===== config.mk =====
export PLATFORM = sky130hd
export DESIGN_NAME = tic_div_stage
export DESIGN_NICKNAME = d
export VERILOG_FILES = /design/src/rtl/tic_pkg.sv /design/src/rtl/tic_div_stage.sv
export SDC_FILE = /design/constraint.sdc
export NUM_CORES = 1
export LEC_CHECK = 0
export ABC_CLOCK_PERIOD_IN_PS = 9800
export BUFFER_PORTS_ARGS = -buffer_cell sky130_fd_sc_hd__buf_2
export CAP_MARGIN = 20
export CELL_PAD_IN_SITES_DETAIL_PLACEMENT = 0
export CELL_PAD_IN_SITES_GLOBAL_PLACEMENT = 1
export CORE_AREA = 2 2 136 138
export DETAILED_ROUTE_END_ITERATION = 16
export DIE_AREA = 0 0 138 140
export HOLD_SLACK_MARGIN = 0.1
export PLACE_DENSITY = 0.84
export SYNTH_ARGS = -nofsm -noshare
export SYNTH_HDL_FRONTEND = slang
export SYNTH_SLANG_ARGS = --single-unit

===== constraint.sdc =====
create_clock -name clk_i -period 9.8 [get_ports clk_i]
set_input_delay 0.49 -clock clk_i [delete_from_list [all_inputs] [get_ports clk_i]]
set_output_delay 0.49 -clock clk_i [all_outputs]
set_load 0.005 [all_outputs]

===== src/rtl/tic_pkg.sv =====
// Shared types and constants of the triangle isoline crossing unit.
`default_nettype none
package tic_pkg;

  // Reset values of the configuration registers.
  localparam logic [15:0] LevelReset     = 16'd26214;
  localparam logic [31:0] MinHeightReset = 32'd1311;

  // Quotient bits resolved per divider stage, and the number of divider stages.
  localparam int unsigned DivBits   = 4;
  localparam int unsigned DivStages = 32 / DivBits;

  // Register addresses: the index is paddr bit 2.
  localparam logic RegLevel     = 1'b0;
  localparam logic RegMinHeight = 1'b1;

  // One coordinate lane as it moves through the divider stages.
  typedef struct packed {
    logic [31:0] base;  // coordinate of the end above the level
    logic        neg;   // sign of (below - above)
    logic [15:0] den;   // scalar difference along the edge
    logic [15:0] rem;   // partial remainder
    logic [31:0] work;  // dividend bits still to go, quotient bits shifted in
  } lane_t;

endpackage
`default_nettype wire


===== src/rtl/tic_div_stage.sv =====
// One stage of the pipelined restoring divider for a coordinate lane.
`default_nettype none
module tic_div_stage (
  input  wire logic          clk_i,
  input  wire logic          en_i,
  input  wire tic_pkg::lane_t lane_i,
  output tic_pkg::lane_t     lane_o
);

  tic_pkg::lane_t lane_d, lane_q;

  // Resolve DivBits quotient bits, most significant first.
  always_comb begin
    logic [16:0] trial;
    lane_d = lane_i;
    for (int i = 0; i < int'(tic_pkg::DivBits); i++) begin
      trial = {lane_d.rem, lane_d.work[31]};
      if (trial >= {1'b0, lane_d.den}) begin
        lane_d.rem  = 16'(trial - {1'b0, lane_d.den});
        lane_d.work = {lane_d.work[30:0], 1'b1};
      end else begin
        lane_d.rem  = trial[15:0];
        lane_d.work = {lane_d.work[30:0], 1'b0};
      end
    end
  end

  // Stage register, held while the next stage is stalled.
  always_ff @(posedge clk_i) begin
    if (en_i) begin
      lane_q <= lane_d;
    end
  end

  assign lane_o = lane_q;

endmodule
`default_nettype wire


Yosys cells after proc, flatten, opt, wreduce, memory -nomap -nowiden
Index checks and enable logic that the tools add are counted.
- input port bits: 99
- word-level logic and storage cells: 17
- register bits after elaboration: 97
- order comparisons: 4
- multiplexer cells: 4
- add/sub/neg operators: 4
- operators by type and width (operator ; count):
    48-bit 2-to-1 mux ; 4
    17-bit by 16-bit >= comparator with 1-bit output ; 4
    16-bit subtractor ; 4

Logic depth before layout (Yosys ltp)
Gate-level depths: netlist (run 1).
- word-level depth: 8
- mapped depth: 47

Worst setup path after synthesis (run 1)
OpenSTA, ideal clock, no wires.
- kind: in2reg
- start point: input lane_i[49] (netlist name)
- end point: register lane_q (netlist bit lane_o[39]), data pin
- path buffers: 3
- data arrival time: 10497 ps
- required time: 9540 ps
- setup time: 260 ps
- stages: 46
- setup slack: -957 ps
- cell sequence: inv_1 -> ha_1 -> nor2b_1 -> o31a_1 -> o31ai_4 -> nand4_2 -> a31oi_4 -> inv_2 -> mux2_2 -> inv_1 -> ha_1 -> nor2b_1 -> o31ai_1 -> a211oi_1 -> nor3_1 -> o21a_1 -> o21ai_0 -> a221oi_2 -> (+10 left out) -> a21o_1 -> a221o_1 -> a31oi_4 -> buf_2 -> mux2i_1 -> ha_1 -> nor2b_1 -> o211ai_1 -> a21oi_1 -> o221a_2 -> o21a_1 -> o21ai_0 -> o2bb2ai_1 -> o21ai_0 -> a2111oi_4 -> mux2i_4 -> buf_6 -> mux2_4
- RTL lines (item ; line ; RTL):
    from (decl) ; tic_div_stage.sv:6 ; input wire tic_pkg::lane_t lane_i,
    to (signal assigned) ; tic_div_stage.sv:31 ; lane_q <= lane_d;
    to (decl) ; tic_div_stage.sv:10 ; tic_pkg::lane_t lane_d, lane_q;

==> results of run 1 <==
-- worst paths after layout --
check / from / to
setup / recovery: lane_i[52] / lane_o[42]
hold / removal: lane_i[11] / lane_o[15]
-- kinds of logic after synthesis --
kind of cell	Yosys count	synth area share (%)
compound gates	143	15.8
flops	97	44.6
xor+xnor	49	6.58
fa+ha+maj	68	13.5
simple gates	136	10.0
mux	34	6.38
buf+inv	51	3.11
-- power by group through the flow --
| stage | Sequential, W | Clock (W) | Combinational, W |
|---|---|---|---|
| detailed placement | 0.000620 | 0 | 0.00187 |
| floorplan | 0.000628 | 0 | 0.00135 |
| global placement | 0.000619 | 0 | 0.00185 |
| CTS | 0.000612 | 0.000345 | 0.00188 |
| global route | 0.000616 | 0.000360 | 0.00228 |
| finish | 0.000611 | 0.000334 | 0.00211 |
-- worst max-delay path, delay by kind of cell --
kind | cells | cell delay (ns)
adder cells (fa/ha/maj) | 4 | 1.23
buffers and inverters | 8 | 1.12
multiplexers | 3 | 0.72
AND/OR/NAND/NOR | 6 | 0.82
AO/OA/AOI/OAI | 22 | 5.19
-- layout make-up --
| type | count | area share (%) |
|---|---|---|
| tap | 229 | 3.12 |
| clock inverter | 7 | 0.668 |
| sequential | 97 | 31.7 |
| inverter | 45 | 1.91 |
| timing repair buffer | 288 | 19.4 |
| multi-input combinational | 430 | 40.7 |
| clock buffer | 9 | 2.45 |
-- metrics by stage --
step | setup TNS, ns | instances | area [um^2] | total power [W]
2_1_floorplan | -0.872 | 578 | 6700 | 0.00197
3_3_place_gp | -0.560 | 1068 | 8470 | 0.00246
3_5_place_dp | -3.94 | 1068 | 8470 | 0.00249
4_1_cts | 0 | 1084 | 8760 | 0.00284
5_1_grt | -1.37 | 1105 | 9180 | 0.00326
6_report | 0 | 1105 | 9180 | 0.00306
-- Yosys cell counts, types with 8 or more instances --
master	instances
o21a_1	8
nor3_1	8
o21ai_0	33
nand4_1	10
ha_1	64
a21oi_1	34
xor2_1	20
edfxtp_1	97
inv_1	44
o21bai_1	10
mux2_2	19
mux2_4	8
nand3_1	13
a21o_1	18
nand2_1	43
nor2_1	31
xnor2_1	29
-- routing by layer --
layer | vias up | wire length, um
met2 | 191 | 9750
met1 | 2695 | 8760
li1 | 2761 | -
met5 | - | 0
met4 | 0 | 209
met3 | 14 | 1080
-- timing repair --
item,in CTS,in global routing
gates resized for setup,0,46
setup endpoints to repair,0,17
buffers inserted,0,18
==> results.cfg, run 1 <==
[run_status]
run_status = complete, no violations

[clocking]
clk_path_buf_depth = 2
cts.sinks = 97
htree_levels = 3
root_buffer = clkbuf_16
cts_tree = built
cts_inserted_buffers = 9
hold_buffers = 0
clkTransAtPathRegs_ns = 0.07

[setup_path]
crit_fanout = 14
critPathLaunchType = primary input
path_class = primary input to flip-flop
cp_data_required_time_ns = 9.88
crit_path_max_incr_delay_ns = 0.41
end_kind = flip-flop
crit_slowest_cell = a2111oi_4
crit_arrival_ns = 9.60

[placement]
io_buffer_count = 195
dp_slack_ns = -0.300
gp_congestion = 0.900
dpl.hpwl_um = 16200

[final_layout]
finalCoreUtilization_pct = 51.6
fin_nets = 1038
multiInputGateArea_um2 = 3730
largest_register_ffs = 97
drive_gt1_share_pct = 44.9
nFillCells = 1613
antenna_cells = 0
most-common-layout-cells = buf_2, edfxtp_1, buf_4
synthToLayoutAreaGrowth_pct = 40.6
layout_commonest_cell = buf_2
regArea_um2 = 2910

[global_route]
use_met2_pct = 33.9
gr-total-overflow = 0
grt_max_degree = 80
gr-usage-met1_pct = 25.5
grt_pass1_vias = 5447
antenna_found_initial = 0
grt_use_total_pct = 19.5
use_met3_pct = 3.49
grt.busiest_layer = met2
grt_pass1_wl_um = 29500

[synthesis]
yosysWarningCount = 0
synth_nets = 745
synth_flop_cell = edfxtp_1
synth_area_leader_cell = edfxtp_1
avgSynthCellArea_um2 = 11.3
ys_seq_area_share_pct = 44.6
synth_edf_count = 97
synth_top_area_share_pct = 44.6
syn_area_um2 = 6530
netlist_top_cells_area = edfxtp_1, ha_1, xnor2_1, mux2_2, xor2_1
async_flop_share_pct = 0
syn_inst = 578
yosysUniqueCellTypes = 59
ys_ff_latch = 97

[sta]
hold_ws_ns = 0.323
min_period_over_period_pct = 97.1
max_freq_mhz = 105
slew_headroom_pct = 32.9
maxSlewViolCount = 0
setup_ws_ns = 0.285
finalCriticalPeriod_ns = 9.51
finalSetupViolCount = 0
worst_pin_slew_ns = 1.01
hold_viol = 0
rsz0062_at_grt = yes

[power_and_ir_drop]
vdd_drop_max_uv = 189
leakage_nw = 4.10
p_per_area_nw_per_um2 = 333
switching_share_pct = 37.1
sequentialPowerShare_pct = 20.0
p_int_w = 0.00192
p_sw_w = 0.00113
p_comb_share_pct = 69.1
p_clk_share_pct = 10.9

[floorplanning]
fp.dieW_um = 138
core_region_area_um2 = 17800
die_h_um = 140
rows = 49
ioPinCount = 196
die-area_um2 = 19300
start_util_pct = 36.7

[drt]
wire_per_inst_um = 17.9
postRouteAntennaNets = 0
drt_first_pass_iters = 5
num_vias = 5661
via_per_inst = 5.12
remaining_drc_errors = 0
drt_iter0_markers = 336
drt-total-wl_um = 19800

[min_path]
min_path_type = primary input to flip-flop
worstHoldPathCells = 1

[job]
maxCapViolCount = 0
No activity file was read; power rests on OpenSTA's default activity.
==> run 2: changes to the inputs <==
--- a/config.mk
+++ b/config.mk
@@ -15,6 +15,7 @@
 export DIE_AREA = 0 0 138 140
 export HOLD_SLACK_MARGIN = 0.1
 export PLACE_DENSITY = 0.84
+export SETUP_SLACK_MARGIN = 0.5
 export SYNTH_ARGS = -nofsm -noshare
 export SYNTH_HDL_FRONTEND = slang
 export SYNTH_SLANG_ARGS = --single-unit
==> run 2 against run 1 <==
Effect of this change: critical path depth is 4 higher; die area stayed put; sequential share of layout area is 0.33 points lower; fmax is 1.4% higher; wire length is 0.72% higher.
==> results.cfg, run 2 (synthesis gave the netlist of run 1 again) <==
[final_layout]
layout_commonest_cell = buf_2
drive_gt1_share_pct = 45.6
antenna_cells = 0
synthToLayoutAreaGrowth_pct = 42.1
finalCoreUtilization_pct = 52.1
stdcell_count = 1118
fin_nets = 1051
final_cell_area_um2 = 9270
largest_register_ffs = 97
most-common-layout-cells = buf_2, edfxtp_1, buf_4
nFillCells = 1612

[clocking]
cts.sinks = 97
cts_inserted_buffers = 9
clk_path_buf_depth = 2
hold_buffers = 0
root_buffer = clkbuf_16
htree_levels = 3
cts_tree = built
clkTransAtPathRegs_ns = 0.07

[sta]
rsz0062_at_grt = yes
maxSlewViolCount = 0
worst_pin_slew_ns = 1.00
finalCriticalPeriod_ns = 9.38
hold_viol = 0
slew_headroom_pct = 33.2
max_freq_mhz = 107
finalSetupViolCount = 0
min_period_over_period_pct = 95.8

[setup_path]
crit_path_max_incr_delay_ns = 0.38
crit_arrival_ns = 9.47
cp_data_required_time_ns = 9.89
critPathLaunchType = primary input
end_kind = flip-flop
worst-path-buf-inv = 10
path_common_cell = ha_4
crit_fanout = 6
crit_family = compound AO/OA/AOI/OAI gates
crit_slowest_cell = a221o_1
path_class = primary input to flip-flop
crit_cells = 47

[power_and_ir_drop]
p_sw_w = 0.00115
total_power_w = 0.00311
vdd_drop_max_uv = 197
p_int_w = 0.00196
p_clk_share_pct = 10.8
leakage_nw = 4.16
p_per_area_nw_per_um2 = 335
p_comb_share_pct = 69.5
sequentialPowerShare_pct = 19.7
switching_share_pct = 36.9

[job]
maxCapViolCount = 0

[floorplanning]
die_h_um = 140
core_region_area_um2 = 17800
fp.dieW_um = 138
die-area_um2 = 19300
ioPinCount = 196
start_util_pct = 36.7
rows = 49

[drt]
wl_met2_um = 9880
drt_first_pass_iters = 4
met3_length_um = 1220
postRouteAntennaNets = 0
num_vias = 5709
wl_met1_um = 8620
via_per_inst = 5.11
remaining_drc_errors = 0
wire_per_inst_um = 17.8
highest_layer = met4
drt-total-wl_um = 19900
drt_iter0_markers = 333

[global_route]
grt_use_total_pct = 20.0
antenna_found_initial = 0
grt_max_degree = 80
grt_pass1_wl_um = 30400
grt_pass1_vias = 5642
gr-total-overflow = 0

[placement]
placed_cell_area_um2 = 8470
io_buffer_count = 195
dp_cells = 1068
dpl.hpwl_um = 16200
gp_congestion = 0.900

[run_status]
run_status = complete, no violations

[min_path]
min_path_type = primary input to flip-flop
worstHoldPathCells = 1
-- run 2: changes by cell type in the layout (fill, tap and decap cells not counted), sizes merged --
cell / delta
buf: +16
clkbuf: -3
-- run 2: metrics by stage --
| step | worst slack (ns) | hold slack [ns] | setup TNS [ns] |
|---|---|---|---|
| final | 0.415 | 0.322 | 0 |
| after detailed placement | -0.300 | 0.668 | -3.94 |
| after floorplan | -0.109 | 0.589 | -0.872 |
| after global routing | 0.0283 | 0.307 | 0 |
| after CTS | 0.396 | 0.312 | 0 |
| after global placement | -0.0681 | 0.666 | -0.560 |
-- run 2: timing repair --
action,4_1_cts,5_1_grt
setup endpoints to repair,17,17
setup buffers,17,16
cloned,1,0
pin swaps,14,35
resized for setup,32,28
-- run 2: final cells by class --
class                           instances  area [um^2]  area share, %
Multi-Input combinational cell        430         3760           40.6
Clock inverter                          7         61.3          0.661
Clock buffer                            9          225           2.43
Inverter                               45          175           1.89
Sequential cell                        97         2910           31.4
Tap cell                              229          287           3.09
Timing Repair Buffer                  301         1850           20.0
-- run 2: worst paths after layout --
path                    from    endpoint
hold / removal    lane_i[11]  lane_o[15]
setup / recovery  lane_i[49]  lane_o[43]
-- run 2: layer usage --
layer / global-route usage [%] / vias up
li1: - / 2781
met1: 25.7 / 2710
met2: 35.7 / 201
met3: 3.38 / 17
met4: 4.24 / 0
met5: 0 / -
-- run 2: power by group through the flow --
stage               clock, W  sequential (W)  combinational (W)
floorplan                  0        0.000628            0.00135
global placement           0        0.000619            0.00185
detailed placement         0        0.000620            0.00187
CTS                 0.000345        0.000612            0.00201
global route        0.000360        0.000617            0.00234
finish              0.000335        0.000610            0.00216
==> run 3: changes to the inputs <==
--- a/config.mk
+++ b/config.mk
@@ -5,16 +5,16 @@
 export SDC_FILE = /design/constraint.sdc
 export NUM_CORES = 1
 export LEC_CHECK = 0
-export ABC_CLOCK_PERIOD_IN_PS = 9800
+export ABC_CLOCK_PERIOD_IN_PS = 9740
 export BUFFER_PORTS_ARGS = -buffer_cell sky130_fd_sc_hd__buf_2
 export CAP_MARGIN = 20
 export CELL_PAD_IN_SITES_DETAIL_PLACEMENT = 0
 export CELL_PAD_IN_SITES_GLOBAL_PLACEMENT = 1
-export CORE_AREA = 2 2 136 138
+export CORE_AREA = 2 2 110 155
 export DETAILED_ROUTE_END_ITERATION = 16
-export DIE_AREA = 0 0 138 140
+export DIE_AREA = 0 0 112 157
 export HOLD_SLACK_MARGIN = 0.1
-export PLACE_DENSITY = 0.84
+export PLACE_DENSITY = 0.88
 export SETUP_SLACK_MARGIN = 0.5
 export SYNTH_ARGS = -nofsm -noshare
 export SYNTH_HDL_FRONTEND = slang
==> constraint.sdc (replaced) <==
create_clock -name clk_i -period 9.74 [get_ports clk_i]
set_input_delay 0.487 -clock clk_i [delete_from_list [all_inputs] [get_ports clk_i]]
set_output_delay 0.487 -clock clk_i [all_outputs]
set_load 0.005 [all_outputs]
==> run 3 against run 2 <==
Effect of this change: worst setup slack worse by 0.020 ns; sequential power barely moved; die area decreased by 9.0%; via count rose by 2.9%.
==> results.cfg, run 3 (synthesis gave the netlist of run 1 again) <==
[run_status]
run_status = complete, no violations

[clocking]
htree_levels = 3
cts_tree = built
cts.sinks = 97
cts_inserted_buffers = 9
clk_path_buf_depth = 2
root_buffer = clkbuf_16
clkTransAtPathRegs_ns = 0.08

[setup_path]
crit_family = compound AO/OA/AOI/OAI gates
crit_arrival_ns = 9.44
path_class = primary input to flip-flop
critPathCapture = lane_o[47]
end_kind = flip-flop
worst-path-buf-inv = 8
crit_path_max_incr_delay_ns = 0.39
critPathLaunchType = primary input
cp_data_required_time_ns = 9.84
crit_fanout = 6
crit_slowest_cell = a221oi_4
startpoint = lane_i[49]
crit_cells = 48

[drt]
drt_first_pass_iters = 5
remaining_drc_errors = 0
num_vias = 5873
drt_iter0_markers = 225
wl_met1_um = 7330
wl_met2_um = 10600
postRouteAntennaNets = 0
wire_per_inst_um = 17.1
drt-total-wl_um = 19500
highest_layer = met4
met3_length_um = 1150
via_per_inst = 5.15

[power_and_ir_drop]
p_per_area_nw_per_um2 = 337
leakage_nw = 4.44
vdd_drop_max_uv = 228

[global_route]
grt_use_total_pct = 21.3
gr-total-overflow = 0
grt_max_degree = 50
grt_pass1_vias = 5936
antenna_found_initial = 0
grt_pass1_wl_um = 29400

[final_layout]
multiInputGateArea_um2 = 3810
fin_nets = 1104
largest_register_ffs = 97
nFillCells = 1342
final_cell_area_um2 = 9750
most-common-layout-cells = buf_2, buf_4, edfxtp_1
stdcell_count = 1141
layout_commonest_cell = buf_2
regArea_um2 = 2910
drive_gt1_share_pct = 49.2
antenna_cells = 0
synthToLayoutAreaGrowth_pct = 49.4

[sta]
maxSlewViolCount = 0
min_period_over_period_pct = 95.9
slew_headroom_pct = 56.8
max_freq_mhz = 107
worst_pin_slew_ns = 0.648
tns_ns = 0
hold_ws_ns = 0.314
hold_viol = 0
setup_ws_ns = 0.395
rsz0062_at_grt = yes
finalCriticalPeriod_ns = 9.34
finalSetupViolCount = 0

[placement]
dp_slack_ns = -0.296
io_buffer_count = 195
dpl.hpwl_um = 15600
placed_cell_area_um2 = 8810
dp_cells = 1088
gp_congestion = 0.873

[floorplanning]
ioPinCount = 196
die_h_um = 157
rows = 55
start_util_pct = 40.5
fp.dieW_um = 112
core_region_area_um2 = 16100
die-area_um2 = 17600

[min_path]
worstHoldPathCells = 1
min_path_type = primary input to flip-flop

[job]
maxCapViolCount = 0
==> run 3: cell count changes in the layout (fill, tap and decap cells not counted), moves of 4 or more <==
cell / change
buf_4: +50
ha_1: -4
ha_4: +4
o21ai_0: +4
o21ai_1: -4
==> run 3: power breakdown <==
group | internal (W) | switching (W)
Sequential | 0.000596 | 0.0000170
Combinational | 0.00131 | 0.00101
Clock | 0.000204 | 0.000158
==> run 3: stage by stage <==
step	power (W)	utilization, %
4_1_cts	0.00321	59.3
5_1_grt	0.00351	60.6
3_3_place_gp	0.00258	54.7
3_5_place_dp	0.00263	54.7
2_1_floorplan	0.00199	-
6_report	0.00329	60.6
==> run 3: final cells by class <==
type                    instances  area share (%)
flip-flops and latches         97            29.9
clock inverters                 7           0.860
clock buffers                   9            2.31
well taps                     199            2.55
repair buffers                354            23.5
multi-input cells             430            39.1
inverters                      45            1.80
==> run 3: repair_timing <==
action,in CTS,in global routing
pin swaps,20,30
cloned,4,0
resized for setup,42,20
hold buffers,0,0
endpoints found under the setup margin,17,17
setup buffers,21,12
==> run 3: layer usage <==
layer / GRT usage, % / vias up
met2: 42.3 / 198
met3: 3.47 / 30
met1: 22.8 / 2766
li1: - / 2879
met4: 7.03 / 0
met5: 0 / -
==> run 3: worst min-delay path by stage <==
stage	slack [ns]	from	end
after CTS	0.31	lane_i[92]	lane_o[92]
after floorplan	0.59	lane_i[6]	lane_o[10]
after global routing	0.31	lane_i[84]	lane_o[84]
final	0.31	lane_i[92]	lane_o[92]
after detailed placement	0.67	lane_i[79]	lane_o[79]
after global placement	0.66	lane_i[91]	lane_o[91]
